===== config.mk =====
export PLATFORM = sky130hd
export DESIGN_NAME = hcc_regs
export DESIGN_NICKNAME = d
export VERILOG_FILES = /design/src/hcc_pkg.sv /design/src/hcc_regs.sv
export SDC_FILE = /design/constraint.sdc
export NUM_CORES = 1
export LEC_CHECK = 0
export CORE_UTILIZATION = 62
export DETAILED_ROUTE_END_ITERATION = 8
export DONT_BUFFER_PORTS = 1
export PLACE_DENSITY_LB_ADDON = 0.2
export SLEW_MARGIN = 40
export SYNTH_ARGS = -nofsm -noshare
export SYNTH_HDL_FRONTEND = slang
export SYNTH_SLANG_ARGS = --single-unit

===== constraint.sdc =====
create_clock -name clk -period 0.98 [get_ports clk]
set_clock_uncertainty 0.15 [all_clocks]
set_input_delay 0.049 -clock clk [delete_from_list [all_inputs] [get_ports clk]]
set_output_delay 0.049 -clock clk [all_outputs]
set_load 0.1 [all_outputs]

===== src/hcc_pkg.sv =====
// ----------------------------------------------------------------------------
// hcc_pkg
// types, constants and command structs of the holding current calibrator
// ----------------------------------------------------------------------------
`default_nettype none

package hcc_pkg;

	localparam int FRAC_BITS     = 16;
	localparam int BURST_SAMPLES = 16;
	localparam int AVG_READINGS  = 64;
	localparam int BURST_LOG     = $clog2(BURST_SAMPLES);
	localparam int AVG_LOG       = $clog2(AVG_READINGS);

	localparam int ADC_W      = 12;
	localparam int DAC_W      = 12;
	localparam int CUR_W      = 16;
	localparam int GAIN_W     = 24;
	localparam int TICK_W     = 16;
	localparam int Q_W        = CUR_W + FRAC_BITS;
	localparam int DRIVE_W    = DAC_W + FRAC_BITS;
	localparam int BSUM_W     = ADC_W + BURST_LOG;
	localparam int RSUM_W     = CUR_W + AVG_LOG;
	localparam int RCNT_W     = AVG_LOG + 1;
	localparam int CFG_IDX_W  = 3;
	localparam int CFG_DATA_W = 24;

	localparam int TIMEOUT_RESET = 1000;

	typedef enum logic [1:0] {
		REQ_START  = 2'd0,
		REQ_SAMPLE = 2'd1,
		REQ_CTRL   = 2'd2,
		REQ_PROC   = 2'd3
	} req_kind_t;

	typedef enum logic [1:0] {
		PH_IDLE    = 2'd0,
		PH_RISE    = 2'd1,
		PH_PROCESS = 2'd2,
		PH_FINISH  = 2'd3
	} phase_t;

	typedef enum logic [CFG_IDX_W-1:0] {
		CFG_TARGET   = 3'd0,
		CFG_CTRL_OFS = 3'd1,
		CFG_KI       = 3'd2,
		CFG_FINE     = 3'd3,
		CFG_CUR_OFS  = 3'd4,
		CFG_CONVERT  = 3'd5,
		CFG_TOL      = 3'd6,
		CFG_TIMEOUT  = 3'd7
	} cfg_idx_t;

	typedef struct packed {
		logic [1:0]       req_type;
		logic [ADC_W-1:0] adc_sample;
	} hcc_req_t;

	typedef struct packed {
		logic             dac_write;
		logic [DAC_W-1:0] dac_value;
		logic             switch_on;
		logic             done_res;
		logic             problem_code;
		logic [CUR_W-1:0] result_current;
		logic [CUR_W-1:0] measured_current;
	} hcc_res_t;

	typedef struct packed {
		logic [CUR_W-1:0]        target_current;
		logic [DAC_W-1:0]        control_offset;
		logic [GAIN_W-1:0]       ki_gain;
		logic [GAIN_W-1:0]       fine_gain;
		logic signed [CUR_W-1:0] current_offset;
		logic [GAIN_W-1:0]       convert_gain;
		logic [GAIN_W-1:0]       tolerance;
		logic [TICK_W-1:0]       timeout_ticks;
	} hcc_cfg_t;

	typedef struct packed {
		logic capture;
		logic exec;
		logic mul1;
		logic mul2;
		logic mul3;
		logic fin;
		logic load_out;
	} hcc_cmd_t;

	typedef struct packed {
		logic long_op;
		logic out_free;
	} hcc_status_t;

endpackage

`default_nettype wire


===== src/hcc_regs.sv =====
// ----------------------------------------------------------------------------
// hcc_regs
// configuration register file, written through a plain write port
// ----------------------------------------------------------------------------
`default_nettype none

module hcc_regs import hcc_pkg::*; (
	input  wire logic                  clk,
	input  wire logic                  arst_n,
	input  wire logic                  cfg_we,
	input  wire logic [CFG_IDX_W-1:0]  cfg_index,
	input  wire logic [CFG_DATA_W-1:0] cfg_data,
	output hcc_cfg_t                   cfg
);

	hcc_cfg_t cfg_q;

	always_ff @(posedge clk or negedge arst_n) begin
		if (!arst_n) begin
			cfg_q.target_current <= '0;
			cfg_q.control_offset <= '0;
			cfg_q.ki_gain        <= '0;
			cfg_q.fine_gain      <= GAIN_W'(1 << FRAC_BITS);
			cfg_q.current_offset <= '0;
			cfg_q.convert_gain   <= GAIN_W'(1 << FRAC_BITS);
			cfg_q.tolerance      <= GAIN_W'(1 << FRAC_BITS);
			cfg_q.timeout_ticks  <= TICK_W'(TIMEOUT_RESET);
		end else if (cfg_we) begin
			unique case (cfg_idx_t'(cfg_index))
				CFG_TARGET:   cfg_q.target_current <= cfg_data[CUR_W-1:0];
				CFG_CTRL_OFS: cfg_q.control_offset <= cfg_data[DAC_W-1:0];
				CFG_KI:       cfg_q.ki_gain        <= cfg_data[GAIN_W-1:0];
				CFG_FINE:     cfg_q.fine_gain      <= cfg_data[GAIN_W-1:0];
				CFG_CUR_OFS:  cfg_q.current_offset <= $signed(cfg_data[CUR_W-1:0]);
				CFG_CONVERT:  cfg_q.convert_gain   <= cfg_data[GAIN_W-1:0];
				CFG_TOL:      cfg_q.tolerance      <= cfg_data[GAIN_W-1:0];
				CFG_TIMEOUT:  cfg_q.timeout_ticks  <= cfg_data[TICK_W-1:0];
				default: ;
			endcase
		end
	end

	assign cfg = cfg_q;

endmodule

`default_nettype wire


==> impl_metrics.py, run 1 <==
metrics = {
    "floorplanning": {
        "die_h_um": 100,
        "initial_utilization_pct": 64.2,
        "die_w_um": 100,
        "ioPinCount": 186,
        "std_cell_rows": 35,
    },
    "logic_synthesis": {
        "synthTopCellsByArea": "dfrtp_1, mux2_2, dfstp_2, mux2_4, buf_6",
        "synth_top_area_share_pct": 61.7,
        "synth.avg_cell_area_um2": 17.6,
        "syn_inst": 338,
        "synth_warnings": 0,
        "synth_cell_type_count": 13,
        "ys_ff_latch": 156,
        "syn_nets": 368,
        "seq_area_frac_synth_pct": 65.7,
        "syn_area_um2": 5960,
        "yosysTopAreaCell": "dfrtp_1",
    },
    "run_status": {
        "status": "aborted with a tool error",
        "lastStage": "4_1_cts",
        "stop_error": "[ERROR DPL-0038] Utilization greater than 100%, impossible to legalize",
    },
    "place": {
        "io_buffer_count": 0,
        "gp_congestion": 0.758,
        "placed_cells": 619,
        "post-place-ws_ns": -0.230,
        "dp_hpwl_um": 9710,
    },
    "clock_tree": {
        "cts-resized-gates": 465,
        "cts_setup_buffers": 46,
        "cts_buffers": 17,
        "cts-root-buf": "clkbuf_8",
        "ctsLongestPathBuffers": 2,
        "clock-sinks": 156,
        "htree_levels": 4,
        "cts_hold_buf": 24,
    },
}
synth_stat cells:
master    instances
buf_4             2
nor4b_4           1
mux2_4           10
buf_6             5
dfrtp_1         147
buf_2            10
and4bb_2          2
nand4_2           1
nand4b_2          3
dfstp_2           9
nor4bb_1          1
mux2_2          146
buf_8             1
through the flow:
stage	area (um2)	hold slack, ns	util, %
3_5_place_dp	8030	-0.393	86.5
3_3_place_gp	8030	-0.394	86.5
2_1_floorplan	6550	-0.397	-
kinds of logic after synthesis:
| kind of cell | share of synthesized area (%) |
|---|---|
| and+or+nand+nor | 1.95 |
| buffers and inverters | 2.29 |
| DFF | 65.7 |
| muxes | 30.1 |
==> run 2, diff against run 1 <==
--- a/config.mk
+++ b/config.mk
@@ -5,10 +5,10 @@
 export SDC_FILE = /design/constraint.sdc
 export NUM_CORES = 1
 export LEC_CHECK = 0
-export CORE_UTILIZATION = 62
+export CORE_UTILIZATION = 40
 export DETAILED_ROUTE_END_ITERATION = 8
 export DONT_BUFFER_PORTS = 1
-export PLACE_DENSITY_LB_ADDON = 0.2
+export PLACE_DENSITY_LB_ADDON = 0.15
 export SLEW_MARGIN = 40
 export SYNTH_ARGS = -nofsm -noshare
 export SYNTH_HDL_FRONTEND = slang
==> run 2 against run 1 <==
The flow now finishes, with violations (hold timing, setup timing). Area after synthesis unchanged. Synthesized cell count unchanged.
==> impl_metrics.py, run 2 <==
metrics = {
    "run_status": {
        "status": "complete, but fails checks",
        "violations": "hold timing, setup timing",
    },
    "logic_synthesis": {
        "syn_area_um2": 5960,
        "synth_top_area_share_pct": 61.7,
        "syn_inst": 338,
        "ys_async_sr_fraction_pct": 100,
        "yosysMostFrequentCell": "dfrtp_1",
        "ys_ff_latch": 156,
        "syn_nets": 368,
        "seq_area_frac_synth_pct": 65.7,
        "synth_cell_type_count": 13,
        "synth.avg_cell_area_um2": 17.6,
        "synth_top_flop_cell": "dfrtp_1",
        "synth-edff-count": 0,
        "synth_warnings": 0,
        "netlist_top_cells_count": "dfrtp_1, mux2_2, buf_2, mux2_4, dfstp_2",
        "yosysTopAreaCell": "dfrtp_1",
        "synthTopCellsByArea": "dfrtp_1, mux2_2, dfstp_2, mux2_4, buf_6",
    },
    "clock_tree": {
        "ctsLongestPathBuffers": 2,
        "cts_tree": "built",
        "htree_levels": 4,
        "cts_buffers": 17,
        "cts_hold_buf": 24,
        "path_clk_slew_ns": 0.07,
        "cts-root-buf": "clkbuf_16",
        "clock-sinks": 156,
        "insertion_delay_ns": 0.41,
    },
    "cells_and_area": {
        "multi_input_area_um2": 2240,
        "finish.utilization_pct": 76.7,
        "seq_area_um2": 4200,
        "final_area_um2": 11200,
        "largest_register_ffs": 156,
        "drive_gt1_share_pct": 94.0,
        "final_nets": 596,
        "area_growth_pct": 87.0,
        "mostFrequentLayoutCells": "buf_12, dfrtp_2, mux2_4, mux2_2, buf_6",
        "n_fill_cell": 774,
        "final_common_cell": "buf_12",
        "antenna_cells": 0,
    },
    "sta": {
        "fin_crit_sh_pct": 146,
        "rsz0062_at_grt": "true",
        "hold_ws_ns": -0.823,
        "worst_slack_ns": -0.448,
        "relSlewSlack_pct": 73.9,
        "finalCriticalPeriod_ns": 1.43,
        "worst_pin_slew_ns": 0.390,
        "setup_viol_count_final": 217,
        "maxSlewViolCount": 0,
        "hold_violations": 241,
        "max_freq_mhz": 700,
    },
    "routing": {
        "dr.pass1.iters": 4,
        "drtIter0Drc": 136,
        "wl_um": 17200,
        "wl_per_cell_um": 22.5,
        "drc": 0,
        "postRouteAntennaNets": 0,
        "via_count": 3796,
        "via_per_inst": 4.98,
    },
    "floorplanning": {
        "std_cell_rows": 44,
        "die_h_um": 124,
        "die_w_um": 124,
        "coreArea_um2": 14500,
        "initial_utilization_pct": 41.0,
        "ioPinCount": 186,
        "die_area_um2": 15400,
    },
    "min_path": {
        "hp-class": "in2async",
    },
    "global_routing": {
        "grt_overflow": 0,
        "grt_pass1_wl_um": 24300,
        "grt_usage_pct": 22.1,
        "antenna_found_initial": 0,
        "grt_max_degree": 157,
        "grt_pass1_vias": 4158,
    },
    "critical_path": {
        "path_delay_family": "flip-flops",
        "worstSetupPathType": "reg2out",
        "required_ns": 0.78,
        "path_max_fanout": 2,
        "worst_setup_path_end_kind": "primary output",
        "path_buf_inv": 1,
        "cp_slowest_cell": "dfstp_4",
        "startpoint": "cfg[8]$_DFFE_PN1P_",
        "crit_path_cell_trace": "buf_12",
        "critPathLaunchType": "register",
        "r2r-start": "cfg[17]$_DFFE_PN0P_",
        "critPathMaxStageDelay_ns": 0.64,
        "arrival_ns": 1.23,
    },
    "power": {
        "p_per_area_nw_per_um2": 3260,
        "ir_worst_vdd_uv": 1920,
        "p_total_mw": 36.4,
        "p_leak_nw": 4.89,
    },
    "place": {
        "place_area_um2": 8090,
        "io_buffer_count": 0,
        "gp_congestion": 0.729,
        "dp_hpwl_um": 9710,
    },
    "flow_run": {
        "cap_violations": 0,
    },
}
==> run 2: cell counts after synthesis <==
Identical to the previous run, type by type.
==> run 2: cells by family after synthesis <==
kind of cell | Yosys count | share of synthesized area, %
flops | 156 | 65.7
simple gates | 8 | 1.95
mux | 156 | 30.1
buf+inv | 18 | 2.29
==> run 2: power by group <==
| part | switching, mW | internal, mW |
|---|---|---|
| Combinational | 12.2 | 7.56 |
| Sequential | 1.71 | 8.37 |
| Clock | 2.63 | 3.86 |
| Total | 16.6 | 19.8 |
==> run 2: what timing repair did <==
action | 4_1_cts | 5_1_grt
gates resized for setup | 364 | 125
hold endpoints to repair | 312 | 243
setup endpoints to repair | 190 | 219
buffers inserted | 15 | 26
==> run 2: path summary, 6_finish.rpt <==
kind / endpoint / slack [ns] / cells after the start
min in group clk: cfg[152]$_DFFE_PN0P_ / -0.10 / 3
max in group asynchronous: cfg[56]$_DFFE_PN1P_ / 1.13 / 0
min: cfg[35]$_DFFE_PN0P_ / -0.82 / 0
max: cfg[8] / -0.45 / 1
min reg2reg: cfg[142]$_DFFE_PN0P_ / 0.38 / 1
max reg2reg: cfg[17]$_DFFE_PN0P_ / -0.16 / 2
==> run 2: final cells by class <==
class,instances,area share [%]
tap,184,2.06
timing repair buffer,227,35.0
multi-input combinational,164,20.1
sequential,156,37.7
clock buffer,20,4.10
clock inverter,12,1.09
==> run 2: layer usage <==
metal | share of wire (%) | routed length (um) | up-vias | global-route usage [%]
met1 | 40 | 6870 | 1988 | 26.8
met3 | 6.2 | 1070 | 18 | 7.88
met4 | 1.7 | 291 | 0 | 6.92
met2 | 52 | 8950 | 129 | 36.6
li1 | - | - | 1661 | -
met5 | 0 | 0 | - | 0
==> run 2: metrics by stage <==
stage,setup WS [ns],setup TNS [ns],std cells
floorplan,-0.432,-43.19,338
global placement,-0.229,-22.74,673
detailed placement,-0.241,-22.94,673
CTS,-0.463,-45.98,744
global route,-0.482,-51.54,763
finish,-0.448,-45.32,763
==> run 2: worst register-to-register path: stages, from the launching register on <==
cell and delay, ns:
dfrtp_4 0.50, buf_6 0.13, mux2_4 0.25
Note: power is estimated with default switching activity, not from simulation.
