$ cat config.mk
export PLATFORM = sky130hd
export DESIGN_NAME = hcc_ctrl
export DESIGN_NICKNAME = d
export VERILOG_FILES = /design/src/hcc_pkg.sv /design/src/hcc_ctrl.sv
export SDC_FILE = /design/constraint.sdc
export NUM_CORES = 1
export LEC_CHECK = 0
export ABC_AREA = 1
export BUFFER_PORTS_ARGS = -buffer_cell sky130_fd_sc_hd__buf_4
export CAP_MARGIN = 25
export CORE_MARGIN = 1
export CORE_UTILIZATION = 27
export CTS_BUF_LIST = sky130_fd_sc_hd__clkbuf_8
export CTS_CLUSTER_SIZE = 28
export DETAILED_ROUTE_END_ITERATION = 7
export PLACE_DENSITY = 0.55
export SETUP_SLACK_MARGIN = 0.5
export SLEW_MARGIN = 5
export SYNTH_ARGS = -nofsm -noshare
export SYNTH_HDL_FRONTEND = slang
export SYNTH_SLANG_ARGS = --single-unit
$ cat constraint.sdc
create_clock -name clk -period 1.2 [get_ports clk]
set_input_delay 0.18 -clock clk [delete_from_list [all_inputs] [get_ports clk]]
set_output_delay 0.18 -clock clk [all_outputs]
set_load 0.005 [all_outputs]
$ cat src/hcc_pkg.sv
// ----------------------------------------------------------------------------
// hcc_pkg
// types, constants and command structs of the holding current calibrator
// ----------------------------------------------------------------------------
`default_nettype none

package hcc_pkg;

	localparam int FRAC_BITS     = 16;
	localparam int BURST_SAMPLES = 16;
	localparam int AVG_READINGS  = 64;
	localparam int BURST_LOG     = $clog2(BURST_SAMPLES);
	localparam int AVG_LOG       = $clog2(AVG_READINGS);

	localparam int ADC_W      = 12;
	localparam int DAC_W      = 12;
	localparam int CUR_W      = 16;
	localparam int GAIN_W     = 24;
	localparam int TICK_W     = 16;
	localparam int Q_W        = CUR_W + FRAC_BITS;
	localparam int DRIVE_W    = DAC_W + FRAC_BITS;
	localparam int BSUM_W     = ADC_W + BURST_LOG;
	localparam int RSUM_W     = CUR_W + AVG_LOG;
	localparam int RCNT_W     = AVG_LOG + 1;
	localparam int CFG_IDX_W  = 3;
	localparam int CFG_DATA_W = 24;

	localparam int TIMEOUT_RESET = 1000;

	typedef enum logic [1:0] {
		REQ_START  = 2'd0,
		REQ_SAMPLE = 2'd1,
		REQ_CTRL   = 2'd2,
		REQ_PROC   = 2'd3
	} req_kind_t;

	typedef enum logic [1:0] {
		PH_IDLE    = 2'd0,
		PH_RISE    = 2'd1,
		PH_PROCESS = 2'd2,
		PH_FINISH  = 2'd3
	} phase_t;

	typedef enum logic [CFG_IDX_W-1:0] {
		CFG_TARGET   = 3'd0,
		CFG_CTRL_OFS = 3'd1,
		CFG_KI       = 3'd2,
		CFG_FINE     = 3'd3,
		CFG_CUR_OFS  = 3'd4,
		CFG_CONVERT  = 3'd5,
		CFG_TOL      = 3'd6,
		CFG_TIMEOUT  = 3'd7
	} cfg_idx_t;

	typedef struct packed {
		logic [1:0]       req_type;
		logic [ADC_W-1:0] adc_sample;
	} hcc_req_t;

	typedef struct packed {
		logic             dac_write;
		logic [DAC_W-1:0] dac_value;
		logic             switch_on;
		logic             done_res;
		logic             problem_code;
		logic [CUR_W-1:0] result_current;
		logic [CUR_W-1:0] measured_current;
	} hcc_res_t;

	typedef struct packed {
		logic [CUR_W-1:0]        target_current;
		logic [DAC_W-1:0]        control_offset;
		logic [GAIN_W-1:0]       ki_gain;
		logic [GAIN_W-1:0]       fine_gain;
		logic signed [CUR_W-1:0] current_offset;
		logic [GAIN_W-1:0]       convert_gain;
		logic [GAIN_W-1:0]       tolerance;
		logic [TICK_W-1:0]       timeout_ticks;
	} hcc_cfg_t;

	typedef struct packed {
		logic capture;
		logic exec;
		logic mul1;
		logic mul2;
		logic mul3;
		logic fin;
		logic load_out;
	} hcc_cmd_t;

	typedef struct packed {
		logic long_op;
		logic out_free;
	} hcc_status_t;

endpackage

`default_nettype wire

$ cat src/hcc_ctrl.sv
// ----------------------------------------------------------------------------
// hcc_ctrl
// sequencer: accept, execute, optional multiply and clamp steps, result hand-off
// ----------------------------------------------------------------------------
`default_nettype none

module hcc_ctrl import hcc_pkg::*; (
	input  wire logic        clk,
	input  wire logic        arst_n,
	input  wire logic        req_valid,
	output logic             req_ready,
	input  wire hcc_status_t status,
	output hcc_cmd_t         cmd
);

	typedef enum logic [6:0] {
		S_IDLE = 7'b0000001,
		S_EXEC = 7'b0000010,
		S_MUL1 = 7'b0000100,
		S_MUL2 = 7'b0001000,
		S_MUL3 = 7'b0010000,
		S_FIN  = 7'b0100000,
		S_OUT  = 7'b1000000
	} state_t;

	state_t state_q, state_d;

	always_comb begin
		state_d = state_q;
		cmd     = '0;
		unique case (state_q)
			S_IDLE: begin
				cmd.capture = req_valid;
				if (req_valid) state_d = S_EXEC;
			end
			S_EXEC: begin
				cmd.exec = 1'b1;
				state_d  = status.long_op ? S_MUL1 : S_OUT;
			end
			S_MUL1: begin
				cmd.mul1 = 1'b1;
				state_d  = S_MUL2;
			end
			S_MUL2: begin
				cmd.mul2 = 1'b1;
				state_d  = S_MUL3;
			end
			S_MUL3: begin
				cmd.mul3 = 1'b1;
				state_d  = S_FIN;
			end
			S_FIN: begin
				cmd.fin = 1'b1;
				state_d = S_OUT;
			end
			S_OUT: begin
				// wait here only while the previous result is still held
				cmd.load_out = status.out_free;
				if (status.out_free) state_d = S_IDLE;
			end
			default: state_d = S_IDLE;
		endcase
	end

	always_ff @(posedge clk or negedge arst_n) begin
		if (!arst_n) begin
			state_q <= S_IDLE;
		end else begin
			state_q <= state_d;
		end
	end

	assign req_ready = (state_q == S_IDLE);

endmodule

`default_nettype wire

# Yosys cells after proc, flatten, opt, wreduce, memory -nomap -nowiden
# Cells that the tools add are included.
# word_totals
out_inout_bits,8
mem_count,0
elab_cells,22
inputBits,5
reg_bits,7
ramBits,0
rom_bits,0
latchBits,0
# classes
bitwise,0
add_sub_neg,0
n_reduce_logical,1
multipliers,0
eq_ne,9
magnitude_cmp,0
mux,11
n_shift,0
div_mod_pow,0
# ops
operator,n
one-hot mux 7 bit (7 select lines),1
2-to-1 mux 7 bit,3
"== test 7 x 1 -> 1 bit, second input constant",1
"== test 7 x 2 -> 1 bit, second input constant",1
"== test 7 x 3 -> 1 bit, second input constant",1
"== test 7 x 4 -> 1 bit, second input constant",1
"== test 7 x 5 -> 1 bit, second input constant",1
"== test 7 x 6 -> 1 bit, second input constant",1
"== test 7 bit, second input constant",1
2-to-1 mux 1 bit,7
"!= test 2 bit, second input constant",2
AND reduction 2 bit,1

# Longest topological paths before layout
# Gate-level depths: netlist of run 1.
# depth
word_depth,3
ltp_mapped,8
depth_no_buf,8

# Least setup slack after synthesis of run 1
# Ideal clock, no wire load.
# synth_timing
path_kind,reg2reg
startpoint,reg state_q[0]
endpoint,reg state_q[0]
stages_incl_launch_ff,8
setup_slack_ns,0.121
n_path_buf,0
t_arrival_ns,1.002
setup_time_ns,0.077
required_ns,1.123
synth_period_minus_slack_ns,1.079
cell_sequence,dfstp_2 > nand2_1 > nor2_1 > nand3_1 > nand2_1 > inv_1 > nand3_1 > nand2_1
# synth_between
elab_chain_len,3
elab_cells_between_ends,11
classes_between,eq/ne (9); mux (1); reduce/logical (1)
# synth_rtl
element,line,rtl
start: declaration,hcc_ctrl.sv:26,"state_t state_q, state_d;"
start signal: assignment,hcc_ctrl.sv:69,state_q <= state_d;
== test 7 bit / == test 7 x 1 -> 1 bit (equally long branches),hcc_ctrl.sv:31,unique case (state_q)
!= test 2 bit (no line),--,
AND reduction 2 bit (no line),--,
# Parallel ways exist; a longest one is shown, timed or not.
# A chain may end at the register's enable or synchronous reset.

==> flow_summary.yaml, run 1 <==
run_status:
  outcome: "complete, but fails checks"
  violations: "setup timing"
synthesis:
  synth_cell_types: 14
  synthTopCellsByCount: "14 x nor2_1, 12 x inv_1, 9 x nand2_1"
  netlist.area_leader.share_pct: 34.1
  syn_nets: 69
  synthesis.area_um2: 440
  seq_area_frac_synth_pct: 40.1
  yosysMostFrequentCell: "nor2_1"
  syn_avg_cell_area_um2: 6.88
  yosys-top-cells-area: "dfrtp_1 34%, nor2_1 12%, inv_1 10%, nand2_1 7.7%, dfstp_2 6.0%"
  synth_edf_count: 0
  ys_seq_elements: 7
  synthCells: 64
  yosysTopAreaCell: "dfrtp_1"
  yosys_warnings: 0
  ys.flop_type: "dfrtp_1"
  async_flop_share_pct: 100
floorplanning:
  ios: 13
  coreArea_um2: 1510
  start_util_pct: 29.2
  row_count: 14
  die_x_um: 42.4
  die-area_um2: 1800
  fp.dieH_um: 42.4
global_routing:
  antenna_found_initial: 0
  grt_busiest_layer: "met2"
  grt_max_degree: 8
  grt.overflow.total: 0
  use_met2_pct: 23.7
  grt_util_all_layers_pct: 14.4
  grtUsageMet3_pct: 2.59
  grt_pass1_vias: 456
  grt_pass1_wl_um: 1950
  grtUsageMet1_pct: 18.7
sta:
  rsz0062_at_grt: "true"
  finalHoldViolCount: 0
  tns_ps: -1650
  setup_violations: 10
  clock.fmax_mhz: 707
  worst_slack_ps: -215
  fin_worst_skew_ps: 3.66
  min_period_over_period_pct: 118
  tightest_slew_ps: 212
  drv_slew: 0
  slew-limit-headroom_pct: 85.9
  final.min_clock_period_ps: 1410
final_layout:
  n_fill_cell: 145
  reg_top3: "state_q (7)"
  n_antenna_cell: 0
  drive_gt1_share_pct: 59.8
  nNetsFinal: 98
  regMostFlops: "state_q"
  area_growth_syn_to_layout_pct: 79.0
  seq_area_um2: 176
  multiInputGateArea_um2: 267
  largest_reg_flops: 7
drt:
  firstDrtPassIters: 2
  drcViolationCount: 0
  num_vias: 471
  routed_wl_um: 1120
  drt_iter0_drc: 1
  viasPerCell: 4.36
  drt-wirelength-per-cell_um: 10.4
  ant_nets: 0
pwr:
  leakagePower_nw: 0.433
  ir_worst_vdd_uv: 1410
  design_power_total_mw: 1.63
  power.density_nw_per_um2: 2070
setup_path:
  crit_fanout: 4
  crit_type: "reg2out"
  crit_required_ps: 1020
  start_kind: "flip-flop"
  cp-end-kind: "output port"
  crit_arrival_ps: 1230
place:
  gp_congestion: 0.750
  post-dp-hpwl_um: 735
  place.port_buffers: 12
  place_ws_ps: 13.5
cts:
  clock-sinks: 7
  clk_path_buf_depth: 2
  clock_latency_ps: 220
  numCtsBuffers: 3
  clk_root_buffer_cell: "clkbuf_8"
  cts_tree: "yes"
  cts.clk_slew.worst_paths_ps: 40
  htree_levels: 1
worst_hold_path:
  min_path_type: "in2reg"
flow_run:
  maxCapViolCount: 0
critical path: stages, from the launching register on:
cell and delay (ps):
dfstp_2 550, nand2_2 60, nor2_4 140, nand2_4 80, nor2_4 80, buf_6 90
stage by stage:
stage	std cells	cell area [um2]	util (%)	hold WS, ps
floorplan	64	454	-	-116
global placement	92	564	37.5	-4.22
detailed placement	92	564	37.5	-4.20
CTS	106	737	48.9	181
global route	108	788	52.3	176
finish	108	788	52.3	171
routing by layer:
layer,routed length [um],part of all wire (%),up-vias
li1,-,-,243
met1,511,46,219
met2,578,52,9
met3,32,2.9,0
met4,0,0,0
met5,0,0,-
final timing paths:
check                            from    endpoint  slack, ps  cells after the start
max                        state_q[0]      cmd[6]       -210                      5
min                         status[1]  state_q[6]        170                      2
max reg2reg                state_q[0]  state_q[0]       -140                      9
min reg2reg                state_q[5]  state_q[5]        610                      3
max in group asynchronous      arst_n  state_q[0]        690                      2
min in group asynchronous      arst_n  state_q[4]        300                      2
cell families after synthesis:
group | Yosys count | synth area share [%]
simple gates | 38 | 42.9
buf+inv | 18 | 15.3
flops | 7 | 40.1
compound gates | 1 | 1.71
report_power, final:
group          internal (mW)  switching, mW
clock network          0.221          0.102
registers              0.299         0.0517
logic                  0.490          0.469
total                   1.01          0.623
area by class of cell:
| type | instances | area share [%] |
|---|---|---|
| multi-input cells | 39 | 33.8 |
| repair buffers | 24 | 27.0 |
| flip-flops and latches | 7 | 22.4 |
| inverters | 18 | 8.57 |
| clock buffers | 3 | 5.24 |
| well taps | 16 | 2.54 |
| clock inverters | 1 | 0.476 |
cell usage in the layout (no fill, tap or decap), drive strengths merged:
cell type    netlist  final
buf                0     23
inv               18     19
nor2              18     18
nand2             13     13
dfrtp              6      6
nand3              5      5
clkbuf             0      3
nand4              1      1
nor4               1      1
o211ai             1      1
dlygate4sd3        0      1
dfstp              1      1
repair_timing:
| item | in CTS | in global routing |
|---|---|---|
| setup endpoints to repair | 15 | 15 |
| setup buffers | 9 | 2 |
| hold buffers | 1 | 0 |
| hold endpoints to repair | 7 | 0 |
| gates resized for setup | 13 | 9 |
| pin swaps | 6 | 5 |
Power figures use the tool's default switching activity.
==> run 2, diff against run 1 <==
--- a/config.mk
+++ b/config.mk
@@ -14,6 +14,7 @@
 export CTS_CLUSTER_SIZE = 28
 export DETAILED_ROUTE_END_ITERATION = 7
 export PLACE_DENSITY = 0.55
+export RECOVER_POWER = 50
 export SETUP_SLACK_MARGIN = 0.5
 export SLEW_MARGIN = 5
 export SYNTH_ARGS = -nofsm -noshare
==> flow_summary.yaml, run 2 (synthesized netlist as in run 1, its figures left out) <==
setup_path:
  r2r_slack_ps: -140
  crit_arrival_ps: 1230
  start_kind: "flip-flop"
  r2r-end: "state_q[0]"
  cp_num_buf_inv: 1
  crit_slowest_cell: "dfstp_2"
  crit_type: "reg2out"
  crit_required_ps: 1020
  path_delay_family: "flip-flops"
  crit_top_cell: "nor2_4"
  crit_fanout: 4
  path_cells: "nand2_2, nor2_4, nand2_4, nor2_4, buf_6"
  path_depth: 5
  reg2reg_depth: 9
  worstReg2RegStart: "state_q[0]"
  cp-end-kind: "output port"
  max_stage_delay_ps: 550
global_routing:
  antenna_found_initial: 0
  use_met2_pct: 23.7
  grt_max_degree: 8
  grt_pass1_vias: 456
  grt_util_all_layers_pct: 14.4
  grt_busiest_layer: "met2"
  grt_pass1_wl_um: 1950
  grtUsageMet1_pct: 18.7
  grt.overflow.total: 0
  grtUsageMet3_pct: 2.59
drt:
  firstDrtPassIters: 2
  drcViolationCount: 0
  drt-wirelength-per-cell_um: 10.4
  drt_iter0_drc: 1
  ant_nets: 0
  routed_wl_um: 1120
  viasPerCell: 4.36
  num_vias: 471
cts:
  htree_levels: 1
  cts_tree: "yes"
  clk_path_buf_depth: 2
  clock_latency_ps: 220
  clock-sinks: 7
  numCtsBuffers: 3
  clk_root_buffer_cell: "clkbuf_8"
  cts.clk_slew.worst_paths_ps: 40
final_layout:
  n_antenna_cell: 0
  n_fill_cell: 146
  seq_area_um2: 176
  drive_gt1_share_pct: 58.7
  area_growth_syn_to_layout_pct: 78.1
  reg_top3: "state_q (7)"
  multiInputGateArea_um2: 267
  nNetsFinal: 98
  largest_reg_flops: 7
  layout_common_cells: "14 x buf_4, 11 x inv_2, 8 x nor2_1, 8 x inv_1, 8 x buf_6"
  regMostFlops: "state_q"
  final_common_cell: "buf_4"
sta:
  setup_violations: 10
  final.min_clock_period_ps: 1410
  slew-limit-headroom_pct: 73.9
  rsz0062_at_grt: "true"
  clock.fmax_mhz: 707
  tns_ps: -1650
  fin_worst_skew_ps: 3.66
  finalHoldViolCount: 0
  tightest_slew_ps: 391
  drv_slew: 0
  worst_slack_ps: -215
  min_period_over_period_pct: 118
place:
  gp_congestion: 0.750
  post-dp-hpwl_um: 735
  place.port_buffers: 12
run_status:
  outcome: "complete, but fails checks"
  violations: "setup timing"
pwr:
  ir_worst_vdd_uv: 1410
  power.density_nw_per_um2: 2080
  design_power_total_mw: 1.63
  leakagePower_nw: 0.429
worst_hold_path:
  min_path_type: "in2reg"
  hold_end: "state_q[6]"
  hold_depth: 2
  min_from: "status[1]"
floorplanning:
  start_util_pct: 29.2
  coreArea_um2: 1510
  fp.dieH_um: 42.4
  die-area_um2: 1800
  ios: 13
  die_x_um: 42.4
  row_count: 14
flow_run:
  maxCapViolCount: 0
-- run 2: cell count changes in the layout (fill, tap and decap cells not counted) --
cell and change:
buf_4 -1, clkbuf_1 +1
-- run 2: worst register-to-register path: stages, from the launching register on --
cell and delay, ps:
dfstp_2 550, nand2_2 60, nor2_4 140, nand2_4 80, buf_4 150, buf_6 100, nand2_1 50, nor2_1 40
nand3_1 60, nand2_1 50
-- run 2: layout make-up --
type	instances	share of cell area, %
clock inverters	1	0.478
inverters	18	8.61
clock buffers	3	5.26
flip-flops and latches	7	22.5
well taps	16	2.55
repair buffers	24	26.6
multi-input cells	39	34.0
-- run 2: how the worst max path moves through the flow --
stage	from	end	slack [ps]
after floorplan	state_q[0]	state_q[0]	150
after global placement	state_q[0]	cmd[6]	8
after detailed placement	state_q[0]	cmd[6]	10
after CTS	state_q[0]	cmd[6]	-210
after global routing	state_q[1]	cmd[0]	-300
final	state_q[0]	cmd[6]	-210
-- run 2: power breakdown --
part / switching (mW) / internal [mW] / total, mW
Clock: 0.102 / 0.221 / 0.323
Combinational: 0.469 / 0.489 / 0.957
Sequential: 0.0517 / 0.299 / 0.350
Total: 0.623 / 1.01 / 1.63
-- run 2: layer usage --
| layer | up-vias | wire length (um) |
|---|---|---|
| met4 | 0 | 0 |
| met2 | 9 | 578 |
| met5 | - | 0 |
| li1 | 243 | - |
| met1 | 219 | 509 |
| met3 | 0 | 32 |
-- run 2: what timing repair did --
| action | CTS | global route |
|---|---|---|
| endpoints found under the setup margin | 15 | 15 |
| endpoints found under the hold margin | 7 | 0 |
| cloned | 0 | 0 |
| pin swaps | 6 | 5 |
| gates resized for setup | 13 | 9 |
| hold buffers | 1 | 0 |
| setup buffers | 9 | 2 |
-- run 2: stage by stage --
step	area [um2]	cells	setup slack, ps	hold slack, ps	utilization, %
4_1_cts	737	106	-213	181	48.9
2_1_floorplan	454	64	154	-116	-
3_5_place_dp	564	92	13.5	-4.20	37.5
3_3_place_gp	564	92	8.14	-4.22	37.5
5_1_grt	785	108	-300	176	52.1
6_report	785	108	-215	171	52.1
==> run 3, diff against run 2 <==
--- a/config.mk
+++ b/config.mk
@@ -6,14 +6,14 @@
 export NUM_CORES = 1
 export LEC_CHECK = 0
 export ABC_AREA = 1
-export BUFFER_PORTS_ARGS = -buffer_cell sky130_fd_sc_hd__buf_4
+export BUFFER_PORTS_ARGS = -buffer_cell sky130_fd_sc_hd__buf_2
 export CAP_MARGIN = 25
 export CORE_MARGIN = 1
 export CORE_UTILIZATION = 27
 export CTS_BUF_LIST = sky130_fd_sc_hd__clkbuf_8
 export CTS_CLUSTER_SIZE = 28
 export DETAILED_ROUTE_END_ITERATION = 7
-export PLACE_DENSITY = 0.55
+export PLACE_DENSITY = 0.52
 export RECOVER_POWER = 50
 export SETUP_SLACK_MARGIN = 0.5
 export SLEW_MARGIN = 5
==> constraint.sdc (replaced) <==
create_clock -name clk -period 1.7 [get_ports clk]
set_input_delay 0.255 -clock clk [delete_from_list [all_inputs] [get_ports clk]]
set_output_delay 0.255 -clock clk [all_outputs]
set_load 0.005 [all_outputs]
==> flow_summary.yaml, run 3 (synthesized netlist as in run 1, its figures left out) <==
cts:
  clock-sinks: 7
  cts.clk_slew.worst_paths_ps: 40
  clk_root_buffer_cell: "clkbuf_8"
  clock_latency_ps: 230
  numCtsBuffers: 3
  htree_levels: 1
  cts_tree: "yes"
  clk_path_buf_depth: 2
setup_path:
  worstReg2RegStart: "state_q[0]"
  max_stage_delay_ps: 560
  path_delay_family: "flip-flops"
  r2r_slack_ps: 320
  crit_arrival_ps: 1230
  crit_top_cell: "inv_2"
  cp_num_buf_inv: 3
  path_depth: 6
  r2r-end: "state_q[0]"
  crit_slowest_cell: "dfstp_1"
  crit_fanout: 3
  cp-end-kind: "output port"
  start_kind: "flip-flop"
  crit_type: "reg2out"
  crit_required_ps: 1440
  reg2reg_depth: 10
  path_cells: "inv_2, nand2_4, nor2_2, nand2_1, inv_2, buf_2"
drt:
  drt-wirelength-per-cell_um: 9.80
  drcViolationCount: 0
  drt_iter0_drc: 3
  dr_wl_met2_um: 542
  num_vias: 461
  viasPerCell: 4.19
  ant_nets: 0
  met1_length_um: 454
  firstDrtPassIters: 4
  highest_layer: "met4"
  routed_wl_um: 1080
  met3WireLength_um: 28
sta:
  tns_ps: 0
  finalHoldViolCount: 0
  fin_worst_skew_ps: 0.992
  final.min_clock_period_ps: 1490
  min_period_over_period_pct: 87.6
  setup_violations: 0
  drv_slew: 0
  rsz0062_at_grt: "true"
  slew-limit-headroom_pct: 76.8
  tightest_slew_ps: 348
  clock.fmax_mhz: 671
floorplanning:
  ios: 13
  row_count: 14
  die-area_um2: 1800
  die_x_um: 42.4
  start_util_pct: 29.2
  fp.dieH_um: 42.4
  coreArea_um2: 1510
final_layout:
  n_antenna_cell: 0
  regMostFlops: "state_q"
  area_growth_syn_to_layout_pct: 66.5
  reg_top3: "state_q (7)"
  multiInputGateArea_um2: 250
  drive_gt1_share_pct: 53.2
  final_core_util_pct: 48.7
  nNetsFinal: 100
  seq_area_um2: 176
  largest_reg_flops: 7
  n_fill_cell: 147
  layout_common_cells: "11 x inv_1, 11 x nor2_1, 11 x buf_2, 11 x buf_4, 8 x inv_2"
  fin_cells: 110
place:
  gp_congestion: 0.741
  post-dp-hpwl_um: 691
  place_inst: 92
  place.port_buffers: 12
global_routing:
  grt_pass1_wl_um: 1630
  grt_pass1_vias: 419
  grt_max_degree: 8
  grt_util_all_layers_pct: 12.7
  antenna_found_initial: 0
  grt.overflow.total: 0
worst_hold_path:
  min_path_type: "in2reg"
  hold_depth: 2
  min_from: "status[1]"
  hold_end: "state_q[6]"
run_status:
  outcome: "finished, final reports clean"
pwr:
  leakagePower_nw: 0.430
  power.density_nw_per_um2: 1370
  ir_worst_vdd_uv: 517
flow_run:
  maxCapViolCount: 0
## run 3: routing by layer
metal	track usage, %	up-vias
met3	2.59	5
met1	14.7	198
met4	13.1	0
met5	0	-
met2	18.8	13
li1	-	245
## run 3: power breakdown
part           leakage, nW  total (mW)  internal (mW)  switching, mW
Combinational        0.311       0.539          0.254          0.286
Sequential          0.0925       0.239          0.207         0.0320
Clock               0.0269       0.227          0.156         0.0710
## run 3: final cells by class
class	instances	share of cell area (%)
Clock buffer	3	5.63
Clock inverter	1	0.512
Inverter	18	9.22
Multi-Input combinational cell	39	34.1
Sequential cell	7	24.1
Tap cell	16	2.73
Timing Repair Buffer	26	23.7
## run 3: repair_timing
action / 4_1_cts / 5_1_grt
setup endpoints to repair: 8 / 11
hold buffers: 1 / 0
gates resized for setup: 4 / 15
pin swaps: 4 / 8
hold endpoints to repair: 6 / 0
gates cloned: 0 / 0
buffers inserted: 10 / 3
## run 3: stage by stage
| step | power, mW | cell area (um2) | setup slack, ps | hold WS, ps |
|---|---|---|---|---|
| floorplan | 0.475 | 440 | 550 | -40.6 |
| global placement | 0.556 | 520 | 430 | 92.6 |
| detailed placement | 0.556 | 520 | 420 | 90.8 |
| CTS | 0.883 | 658 | 183 | 245 |
| global route | 1.07 | 733 | 127 | 260 |
| finish | 1.01 | 733 | 210 | 247 |
## run 3: worst max-delay path by stage
stage               startpoint  endpoint  slack, ps
global route        state_q[4]    cmd[6]        130
global placement    state_q[2]    cmd[0]        430
floorplan           state_q[0]    cmd[6]        550
CTS                 state_q[2]    cmd[0]        180
detailed placement  state_q[2]    cmd[0]        420
finish              state_q[0]    cmd[4]        210
## run 3: worst reg2reg max path, stage by stage (launching register included)
cell and delay (ps):
dfstp_1 560, inv_2 70, nand2_4 70, nor2_2 40, nand2_1 120, buf_6 110, buf_4 90, nand2_1 40
nor2_1 90, nand3_1 80, nand2_1 60
